`src/hw/rtl/jd2c_pkg.sv`:
```
// shared constants and types of the julian day to calendar date converter
package jd2c_pkg;

  // pipeline depth, one register rank per stage
  localparam int unsigned NumStages = 12;

  // field widths
  localparam int unsigned JdnW    = 23;
  localparam int unsigned MinW    = 11;
  localparam int unsigned YearW   = 15;
  localparam int unsigned MonW    = 4;
  localparam int unsigned DomW    = 5;
  localparam int unsigned HourW   = 5;
  localparam int unsigned MinuteW = 6;

  localparam int unsigned InTdataW  = 40;
  localparam int unsigned OutTdataW = 40;

  // date chain constants
  localparam logic [23:0] JdnOffset    = 24'd68569;
  localparam logic [17:0] Cent4Days    = 18'd146097;
  localparam logic [14:0] RecipCent    = 15'((64'd1 << 32) / 64'd146097);
  localparam logic [11:0] YearScale    = 12'd4000;
  localparam logic [20:0] YearDiv      = 21'd1461001;
  localparam logic [23:0] RecipYear    = 24'(((64'd1 << 32) * 64'd4000) / 64'd1461001);
  localparam logic [10:0] QuadYearDays = 11'd1461;
  localparam logic [6:0]  CentYears    = 7'd100;
  localparam logic [14:0] YearBias     = 15'd4900;
  localparam logic [4:0]  DayOffset    = 5'd30;
  localparam logic [6:0]  MonScale     = 7'd80;
  localparam logic [11:0] MonDiv       = 12'd2447;
  localparam logic [15:0] RecipMonth   = 16'(((64'd1 << 20) * 64'd80) / 64'd2447);
  localparam logic [6:0]  DomRound     = 7'd79;
  localparam logic [7:0]  RecipFive    = 8'd205;
  localparam logic [3:0]  MonWrap      = 4'd11;
  localparam logic [3:0]  MonWrapSub   = 4'd10;
  localparam logic [3:0]  MonShift     = 4'd2;

  // time of day constants
  localparam logic [10:0] MinPerDay  = 11'd1440;
  localparam logic [5:0]  MinPerHour = 6'd60;
  localparam logic [10:0] RecipHour  = 11'((64'd1 << 16) / 64'd60);

  // per-stage load enables from the pipeline control
  typedef struct packed {
    logic [NumStages-1:0] en;
  } pipe_ctl_t;

endpackage

```
`src/hw/rtl/jd2c_ctl.sv`:
```
// valid tracking and per-stage load enables of the converter pipeline
module jd2c_ctl (
  input  logic                clk_i,
  input  logic                rst_ni,
  input  logic                s_valid_i,
  output logic                s_ready_o,
  output logic                m_valid_o,
  input  logic                m_ready_i,
  output jd2c_pkg::pipe_ctl_t ctl_o
);

  localparam int unsigned N = jd2c_pkg::NumStages;

  logic [N-1:0] valid_q, valid_d;
  logic [N-1:0] en;
  logic [N-1:0] ones;

  // a stage loads when the sink takes or some stage at or after it is empty
  always_comb begin
    ones = '1;
    for (int k = 0; k < N; k++) begin
      en[k] = m_ready_i || !(&(valid_q | ~(ones << k)));
    end
  end

  always_comb begin
    valid_d[0] = en[0] ? s_valid_i : valid_q[0];
    for (int k = 1; k < N; k++) begin
      valid_d[k] = en[k] ? valid_q[k-1] : valid_q[k];
    end
  end

  always_ff @(posedge clk_i or negedge rst_ni) begin
    if (!rst_ni) begin
      valid_q <= '0;
    end else begin
      valid_q <= valid_d;
    end
  end

  assign s_ready_o = en[0];
  assign m_valid_o = valid_q[N-1];
  assign ctl_o.en  = en;

endmodule

```
`src/hw/rtl/jd2c_date.sv`:
```
// twelve stage datapath from julian day number to year, month and day
module jd2c_date (
  input  logic                              clk_i,
  input  jd2c_pkg::pipe_ctl_t               ctl_i,
  input  logic [jd2c_pkg::JdnW-1:0]         jdn_i,
  output logic signed [jd2c_pkg::YearW-1:0] year_o,
  output logic [jd2c_pkg::MonW-1:0]         month_o,
  output logic [jd2c_pkg::DomW-1:0]         dom_o
);

  // stage registers
  logic [23:0] a_q, a2_q, a3_q;
  logic [7:0]  q1e_q, q1e3_q, cent4_q;
  logic [25:0] m1_q;
  logic [15:0] b_q, y5_q, y6_q, y7_q;
  logic [6:0]  q2e_q, q2e6_q, yr_q;
  logic [27:0] t_q, m2_q;
  logic [14:0] yb5_q, yb6_q, yb7_q, yb8_q, yb9_q, yb10_q, year11_q, year12_q;
  logic [9:0]  c_q, c9_q;
  logic [3:0]  q3e_q, mq_q, mon11_q, mon12_q;
  logic [11:0] r10_q;
  logic [7:0]  dx_q;
  logic [4:0]  dom12_q;

  // next values
  logic [23:0] a_d;
  logic [40:0] prod1;
  logic [7:0]  q1e_d;
  logic [25:0] m1_d;
  logic [25:0] x4, diff4;
  logic [18:0] r4, r4c;
  logic        ge4;
  logic [7:0]  cent4_d;
  logic [15:0] b_d, y5_d;
  logic [39:0] prod2;
  logic [6:0]  q2e_d;
  logic [14:0] yb5_d;
  logic [27:0] t_d, m2_d, diff7;
  logic [21:0] r7;
  logic [6:0]  yr_d;
  logic [17:0] k8;
  logic [16:0] c8;
  logic [9:0]  c_d;
  logic [14:0] yb8_d;
  logic [25:0] prod3;
  logic [3:0]  q3e_d;
  logic [16:0] v10, m10, diff10;
  logic [12:0] r10, r10c;
  logic        ge10;
  logic [3:0]  mq_d;
  logic [11:0] r10_d, rp11;
  logic        wrap11;
  logic [3:0]  mon11_d;
  logic [14:0] year11_d;
  logic [15:0] prod12;

  always_comb begin
    // s1: shift the day count to a march based epoch
    a_d = {1'b0, jdn_i} + jd2c_pkg::JdnOffset;

    // s2: estimate of the 400 year cycle count
    prod1 = 41'({a_q, 2'b00}) * 41'(jd2c_pkg::RecipCent);
    q1e_d = prod1[39:32];

    // s3: days covered by the estimate
    m1_d = 26'(q1e_q) * 26'(jd2c_pkg::Cent4Days);

    // s4: remainder with one correction, day within the cycle is remainder / 4
    x4      = {a3_q, 2'b00};
    diff4   = x4 - m1_q;
    r4      = diff4[18:0];
    ge4     = r4 >= 19'(jd2c_pkg::Cent4Days);
    r4c     = r4 - 19'(jd2c_pkg::Cent4Days);
    cent4_d = ge4 ? q1e3_q + 8'd1 : q1e3_q;
    b_d     = ge4 ? r4c[17:2] : r4[17:2];

    // s5: year estimate within the cycle, year base from the cycle count
    y5_d  = b_q + 16'd1;
    prod2 = 40'(y5_d) * 40'(jd2c_pkg::RecipYear);
    q2e_d = prod2[38:32];
    yb5_d = 15'(15'(cent4_q) * 15'(jd2c_pkg::CentYears)) - jd2c_pkg::YearBias;

    // s6: scaled day and scaled estimate
    t_d  = 28'(y5_q) * 28'(jd2c_pkg::YearScale);
    m2_d = 28'(q2e_q) * 28'(jd2c_pkg::YearDiv);

    // s7: year correction
    diff7 = t_q - m2_q;
    r7    = diff7[21:0];
    yr_d  = q2e6_q + 7'(r7 >= 22'(jd2c_pkg::YearDiv));

    // s8: day within the march based year
    k8    = 18'(yr_q) * 18'(jd2c_pkg::QuadYearDays);
    c8    = 17'(y7_q) + 17'(jd2c_pkg::DayOffset) - 17'(k8[17:2]);
    c_d   = c8[9:0];
    yb8_d = yb7_q + 15'(yr_q);

    // s9: month index estimate
    prod3 = 26'(c_q) * 26'(jd2c_pkg::RecipMonth);
    q3e_d = prod3[23:20];

    // s10: month correction, keep the remainder for the day of month
    v10    = 17'(c9_q) * 17'(jd2c_pkg::MonScale);
    m10    = 17'(q3e_q) * 17'(jd2c_pkg::MonDiv);
    diff10 = v10 - m10;
    r10    = diff10[12:0];
    ge10   = r10 >= 13'(jd2c_pkg::MonDiv);
    r10c   = r10 - 13'(jd2c_pkg::MonDiv);
    mq_d   = q3e_q + 4'(ge10);
    r10_d  = ge10 ? r10c[11:0] : r10[11:0];

    // s11: day of month is the remainder / 80 rounded up, month wraps into next year
    rp11     = r10_q + 12'(jd2c_pkg::DomRound);
    wrap11   = mq_q >= jd2c_pkg::MonWrap;
    mon11_d  = wrap11 ? mq_q - jd2c_pkg::MonWrapSub : mq_q + jd2c_pkg::MonShift;
    year11_d = yb10_q + 15'(wrap11);

    // s12: divide by five
    prod12 = 16'(dx_q) * 16'(jd2c_pkg::RecipFive);
  end

  always_ff @(posedge clk_i) begin
    if (ctl_i.en[0]) begin
      a_q <= a_d;
    end
    if (ctl_i.en[1]) begin
      a2_q  <= a_q;
      q1e_q <= q1e_d;
    end
    if (ctl_i.en[2]) begin
      a3_q   <= a2_q;
      q1e3_q <= q1e_q;
      m1_q   <= m1_d;
    end
    if (ctl_i.en[3]) begin
      cent4_q <= cent4_d;
      b_q     <= b_d;
    end
    if (ctl_i.en[4]) begin
      y5_q  <= y5_d;
      q2e_q <= q2e_d;
      yb5_q <= yb5_d;
    end
    if (ctl_i.en[5]) begin
      y6_q   <= y5_q;
      q2e6_q <= q2e_q;
      t_q    <= t_d;
      m2_q   <= m2_d;
      yb6_q  <= yb5_q;
    end
    if (ctl_i.en[6]) begin
      y7_q  <= y6_q;
      yr_q  <= yr_d;
      yb7_q <= yb6_q;
    end
    if (ctl_i.en[7]) begin
      c_q   <= c_d;
      yb8_q <= yb8_d;
    end
    if (ctl_i.en[8]) begin
      c9_q  <= c_q;
      q3e_q <= q3e_d;
      yb9_q <= yb8_q;
    end
    if (ctl_i.en[9]) begin
      mq_q   <= mq_d;
      r10_q  <= r10_d;
      yb10_q <= yb9_q;
    end
    if (ctl_i.en[10]) begin
      dx_q     <= rp11[11:4];
      mon11_q  <= mon11_d;
      year11_q <= year11_d;
    end
    if (ctl_i.en[11]) begin
      dom12_q  <= prod12[14:10];
      mon12_q  <= mon11_q;
      year12_q <= year11_q;
    end
  end

  assign year_o  = year12_q;
  assign month_o = mon12_q;
  assign dom_o   = dom12_q;

endmodule

```
`src/hw/rtl/jd2c_tod.sv`:
```
// minute of day to hour and minute, delayed to line up with the date path
module jd2c_tod (
  input  logic                             clk_i,
  input  jd2c_pkg::pipe_ctl_t              ctl_i,
  input  logic [jd2c_pkg::MinW-1:0]        min_of_day_i,
  output logic [jd2c_pkg::HourW-1:0]       hour_o,
  output logic [jd2c_pkg::MinuteW-1:0]     minute_o
);

  localparam int unsigned DelayN = jd2c_pkg::NumStages - 3;

  logic [10:0] mins_q, mins2_q;
  logic [4:0]  qe_q;
  logic [4:0]  hr3_q;
  logic [5:0]  mn3_q;
  logic [jd2c_pkg::HourW-1:0]   hr_dly_q [DelayN];
  logic [jd2c_pkg::MinuteW-1:0] mn_dly_q [DelayN];

  logic [10:0] mins_d;
  logic [21:0] prod2;
  logic [10:0] m3, r3;
  logic        ge3;
  logic [5:0]  r3c;

  always_comb begin
    // fold a count of a full day or more back into the day
    mins_d = (min_of_day_i >= jd2c_pkg::MinPerDay) ? min_of_day_i - jd2c_pkg::MinPerDay
                                                   : min_of_day_i;
    prod2  = 22'(mins_q) * 22'(jd2c_pkg::RecipHour);
    m3     = 11'(qe_q) * 11'(jd2c_pkg::MinPerHour);
    r3     = mins2_q - m3;
    ge3    = r3 >= 11'(jd2c_pkg::MinPerHour);
    r3c    = 6'(r3 - 11'(jd2c_pkg::MinPerHour));
  end

  always_ff @(posedge clk_i) begin
    if (ctl_i.en[0]) begin
      mins_q <= mins_d;
    end
    if (ctl_i.en[1]) begin
      mins2_q <= mins_q;
      qe_q    <= prod2[20:16];
    end
    if (ctl_i.en[2]) begin
      hr3_q <= qe_q + 5'(ge3);
      mn3_q <= ge3 ? r3c : r3[5:0];
    end
  end

  // delay line, one rank per remaining stage
  always_ff @(posedge clk_i) begin
    if (ctl_i.en[3]) begin
      hr_dly_q[0] <= hr3_q;
      mn_dly_q[0] <= mn3_q;
    end
    for (int k = 1; k < DelayN; k++) begin
      if (ctl_i.en[k+3]) begin
        hr_dly_q[k] <= hr_dly_q[k-1];
        mn_dly_q[k] <= mn_dly_q[k-1];
      end
    end
  end

  assign hour_o   = hr_dly_q[DelayN-1];
  assign minute_o = mn_dly_q[DelayN-1];

endmodule

```
`src/hw/rtl/julian_day_to_calendar_date_top.sv`:
```
// top level of the julian day number to calendar date and time converter
//
// Converts an integer Julian day number plus a minute of day into the
// proleptic Gregorian year (astronomical numbering, two's complement), month,
// day of month, hour and minute. One request goes in per clock and one result
// comes out per clock while the master side takes results; a request accepted
// at a clock edge passes through the 12 register ranks of the date chain to
// the master side (each constant division but the final divide by five is a
// reciprocal multiply followed by a back-multiply and a one-step correction in
// the stages after it; the divide by five is the reciprocal multiply alone).
// A stall on the master side holds the result in the last rank while the earlier
// ranks keep filling, so s_axis_tready only drops once every rank holds a request.
// Day numbers above the nominal range follow the same arithmetic and the year
// wraps in its 15-bit field; a minute count of 1440 or more is first reduced by
// one day without advancing the date. There is no configuration and no state
// beyond the pipeline itself.
module julian_day_to_calendar_date_top (
  input  logic                              clk_i,
  input  logic                              rst_ni,
  // request side
  input  logic                              s_axis_tvalid,
  output logic                              s_axis_tready,
  // [22:0] julian_day_number, [33:23] minute_of_day, [39:34] zero
  input  logic [jd2c_pkg::InTdataW-1:0]     s_axis_tdata,
  // result side
  output logic                              m_axis_tvalid,
  input  logic                              m_axis_tready,
  // [14:0] year, [18:15] month, [23:19] day_of_month, [28:24] hour,
  // [34:29] minute, [39:35] zero
  output logic [jd2c_pkg::OutTdataW-1:0]    m_axis_tdata
);

  localparam int unsigned PadW = jd2c_pkg::OutTdataW - jd2c_pkg::YearW - jd2c_pkg::MonW
                                 - jd2c_pkg::DomW - jd2c_pkg::HourW - jd2c_pkg::MinuteW;

  jd2c_pkg::pipe_ctl_t ctl;

  logic [jd2c_pkg::JdnW-1:0]         julian_day_number;
  logic [jd2c_pkg::MinW-1:0]         minute_of_day;
  logic signed [jd2c_pkg::YearW-1:0] year;
  logic [jd2c_pkg::MonW-1:0]         month;
  logic [jd2c_pkg::DomW-1:0]         day_of_month;
  logic [jd2c_pkg::HourW-1:0]        hour;
  logic [jd2c_pkg::MinuteW-1:0]      minute;

  // unpack the request
  assign julian_day_number = s_axis_tdata[jd2c_pkg::JdnW-1:0];
  assign minute_of_day     = s_axis_tdata[jd2c_pkg::JdnW +: jd2c_pkg::MinW];

  // valid bits and stall handling for all ranks
  jd2c_ctl u_ctl (
    .clk_i     (clk_i),
    .rst_ni    (rst_ni),
    .s_valid_i (s_axis_tvalid),
    .s_ready_o (s_axis_tready),
    .m_valid_o (m_axis_tvalid),
    .m_ready_i (m_axis_tready),
    .ctl_o     (ctl)
  );

  // date chain
  jd2c_date u_date (
    .clk_i   (clk_i),
    .ctl_i   (ctl),
    .jdn_i   (julian_day_number),
    .year_o  (year),
    .month_o (month),
    .dom_o   (day_of_month)
  );

  // hour and minute, aligned with the date chain
  jd2c_tod u_tod (
    .clk_i        (clk_i),
    .ctl_i        (ctl),
    .min_of_day_i (minute_of_day),
    .hour_o       (hour),
    .minute_o     (minute)
  );

  // pack the result, first field in the low bits
  assign m_axis_tdata = {PadW'(0), minute, hour, day_of_month, month, year};

endmodule

```
`config.mk`:
```
export PLATFORM = sky130hd
export DESIGN_NAME = julian_day_to_calendar_date_top
export DESIGN_NICKNAME = d
export VERILOG_FILES = /design/src/hw/rtl/jd2c_pkg.sv /design/src/hw/rtl/jd2c_ctl.sv /design/src/hw/rtl/jd2c_date.sv /design/src/hw/rtl/jd2c_tod.sv /design/src/hw/rtl/julian_day_to_calendar_date_top.sv
export SDC_FILE = /design/constraint.sdc
export NUM_CORES = 2
export LEC_CHECK = 0
export BUFFER_PORTS_ARGS = -buffer_cell sky130_fd_sc_hd__buf_2
export CELL_PAD_IN_SITES_DETAIL_PLACEMENT = 1
export CELL_PAD_IN_SITES_GLOBAL_PLACEMENT = 1
export CORE_MARGIN = 4
export CORE_UTILIZATION = 47
export DETAILED_ROUTE_END_ITERATION = 10
export GPL_TIMING_DRIVEN = 0
export HOLD_SLACK_MARGIN = 0.1
export PLACE_DENSITY_LB_ADDON = 0.1
export SYNTH_ARGS = -nofsm -noshare
export SYNTH_HDL_FRONTEND = slang
export SYNTH_SLANG_ARGS = --single-unit
```
`constraint.sdc`:
```
create_clock -name clk_i -period 16.7 [get_ports clk_i]
set_input_delay 3.34 -clock clk_i [delete_from_list [all_inputs] [get_ports clk_i]]
set_output_delay 3.34 -clock clk_i [all_outputs]
set_load 0.005 [all_outputs]
```
==> key figures <==
STA
  – Slew Viols, Final: 0
  – Min Hold Slack: 0.376 ns
  – Least-Margin Pin Slew: 1.33 ns
  – Max Clk Rate: 0.0990 GHz
  – Final Cycle Share: 60.5%
  – RSZ-0062 raised after global routing: no
  – Setup Skew: 0.0514 ns
  – Min Clock Period, post-route: 10.10 ns
  – Final setup vio count: 0
  – Relative slew slack: 10.9%
  – Final Hold Viols: 0
  – Setup TNS: 0 ns

Critical path
  – Crit path required time: 13.36 ns
  – CP max-delay cell: nor2_1
  – R2R depth: 23
  – Worst setup SP type: input pin
  – Critical path cell sequence: buf_2 -> nor2b_1 -> inv_2 -> nor2_1 -> nand3_4 -> nor2_1 -> nand3_2 -> inv_1 -> nand3_2 -> buf_12 -> buf_2
  – Reg2reg setup slack: 7.96 ns
  – CP max stage delay: 0.49 ns
  – Worst r2r src: u_date.b_q[0]
  – CP Max Fanout: 37
  – Crit path DAT: 6.76 ns
  – Critical Path End Type: output port
  – Critical path type: input pin to output port
  – R2R Path End: u_date.q2e_q[1]

Yosys
  – Post-synthesis sequential area ratio: 35.4%
  – Async SR Flop Fraction: 2.28%
  – Synthesized area per cell: 12.2 um2
  – Distinct cell type count after synthesis: 68
  – Post-synth EDFFs: 514
  – Top_reg_cell synth: edfxtp_1
  – Yosys reg bits: 526
  – Post-Syn Instances: 3639
  – YS warnings: 0
  – Post-Syn Area: 44400 um2

Global route
  – First-pass GRT wire length: 149 mm
  – GR Overflow Total: 0
  – Global route hottest layer: met2
  – Met2 usage: 33.2%
  – Antenna violations before repair: 0
  – Met1 Use GR: 24.5%
  – Gr usage total: 18.8%
  – Vias in the first global route: 28700
  – M3 GR Usage: 3.17%
  – Pin count of the biggest net entering global routing: 58

Die
  – Core area: 93600 um2
  – Count of boundary I/O pins: 86
  – Initial core utilization: 47.5%
  – Chip width: 315 um
  – Standard-cell rows: 112
  – Die Footprint: 99500 um2
  – Vert. Die Dim: 315 um

Clock network
  – Clock Pin Slew Worst Setup and Hold Paths: 0.06 ns
  – Post-CTS setup buffers: 0
  – CTS HTree Levels: 2
  – Clock root buffer: clkbuf_16
  – Max Buffers Root-to-Sink: 3
  – # resized after CTS: 0
  – Total CTS buffers: 59
  – Clock insertion delay at the later pin of the skew report: 0.68 ns
  – CTS tree: done
  – # clock sinks: 526
  – Hold buffer count at CTS: 0

Cells and area
  – Layout Nets: 5025
  – Most frequent cells in the layout: inv_1, ha_1, edfxtp_1, fa_1, xnor2_1
  – Commonest non-fill, non-tap cell in the layout: inv_1
  – Area growth from synthesis to final layout: 9.62%
  – Layout cell share with drive strength beyond 1: 5.60%
  – Area of the multi-input gates: 25700 um2
  – Register area: 15700 um2
  – # fillers: 9739
  – Antenna fix cells: 0

Drt
  – Drt initial violations: 919
  – Routed Wire Length: 89.0 mm
  – Wirelength per Cell: 17.5 um
  – Drt drc: 0
  – Drt first pass iters: 5
  – ANT nets after route: 0
  – DR vias/cell: 5.06
  – Vias post-DR: 25800

Worst hold path
  – Hold EP: u_tod.mn_dly_q[2][0]
  – HP Start: u_tod.mn_dly_q[1][6]
  – Hold Crit Class: register to register
  – Worst Hold Depth: 0

Flow run
  – Max Cap Viol: 0

Place
  – Gpl congestion: 0.884
  – I/O Buffers: 74
  – DP HPWL: 74.2 mm

Outcome
  – Status: finished clean
[worst max path at each step]
stage	slack, ns	from	depth (start not counted)	to
floorplan	3.95	m_axis_tready	8	s_axis_tready
global placement	0.48	m_axis_tready	10	s_axis_tready
detailed placement	6.05	m_axis_tready	11	s_axis_tready
CTS	6.06	m_axis_tready	11	s_axis_tready
global route	6.13	m_axis_tready	11	s_axis_tready
finish	6.60	m_axis_tready	11	s_axis_tready
[logic make-up after synthesis]
group           after synthesis  share of synthesized area [%]
fa+ha+maj                  1194                           41.5
buf+inv                     808                           6.90
flops                       526                           35.4
simple gates                433                           4.86
compound gates              376                           5.42
xor+xnor                    297                           5.85
mux                           4                         0.0929
other cells                   1                        0.00844
[flip-flops by register name (all words and copies together), names as in the netlist, 11 cells and up]
| signal | count |
|---|---|
| u_tod.mn_dly_q | 54 |
| u_tod.hr_dly_q | 45 |
| u_date.a_q | 24 |
| u_date.m2_q | 22 |
| u_date.m1_q | 19 |
| u_date.a2_q | 17 |
| u_date.a3_q | 17 |
| u_date.b_q | 16 |
| u_date.y5_q | 16 |
| u_date.t_q | 15 |
| u_date.yb10_q | 15 |
| u_date.yb8_q | 15 |
| u_date.yb9_q | 15 |
| u_date.year11_q | 15 |
| u_date.year_o | 15 |
| u_date.yb5_q | 13 |
| u_date.yb6_q | 13 |
| u_date.yb7_q | 13 |
| u_ctl.valid_q | 12 |
| u_date.r10_q | 12 |
| u_tod.mins2_q | 11 |
| u_tod.mins_q | 11 |
[Yosys cell counts (10+ instances only)]
| master | instances | area [um2] |
|---|---|---|
| or3_1 | 13 | 81.3 |
| nor2b_1 | 20 | 125 |
| nand2b_1 | 23 | 144 |
| and3_1 | 17 | 106 |
| and2_1 | 13 | 81.3 |
| dfrtp_1 | 12 | 300 |
| nand3_1 | 54 | 270 |
| a31oi_1 | 11 | 68.8 |
| xor2_1 | 95 | 832 |
| a21o_1 | 51 | 383 |
| edfxtp_1 | 514 | 15400 |
| a21oi_1 | 110 | 551 |
| nand4_1 | 23 | 144 |
| nor3_1 | 28 | 140 |
| nor4_1 | 10 | 62.6 |
| o21a_1 | 16 | 120 |
| o21ai_0 | 79 | 395 |
| inv_1 | 800 | 3000 |
| o21bai_1 | 26 | 195 |
| ha_1 | 730 | 9130 |
| xnor2_1 | 202 | 1770 |
| fa_1 | 464 | 9290 |
| nand2_1 | 90 | 338 |
| nor2_1 | 108 | 405 |
[area by class of cell]
class	instances	area share, %
Buffer	8	0.131
Multi-Input combinational cell	2309	52.8
Tap cell	1254	3.22
Clock inverter	47	1.20
Clock buffer	65	3.08
Inverter	800	6.16
Sequential cell	526	32.3
Timing Repair Buffer	83	1.15
[per-stage QoR]
| step | worst slack, ns | util [%] | instance area, um2 | instances |
|---|---|---|---|---|
| finish | 6.60 | 52.0 | 48700 | 5092 |
| global route | 6.13 | 52.0 | 48700 | 5092 |
| CTS | 6.06 | 52.0 | 48700 | 5092 |
| detailed placement | 6.05 | 49.8 | 46600 | 4980 |
| global placement | 0.485 | 49.6 | 46400 | 4971 |
| floorplan | 3.95 | - | 44500 | 3643 |
[layer usage]
metal	routed length (um)	up-vias
met5	0	-
met4	1650	0
met3	3030	101
met2	44800	256
met1	39500	12900
li1	-	12500
[critical path: cells and delay by family]
kind                   cells  cell delay (ns)
buffers and inverters      5             1.12
AND/OR/NAND/NOR            6             2.26
Power is left out: the tool's default activity adds up to more than one toggle a clock period on the data nets, which glitch-free logic cannot reach.
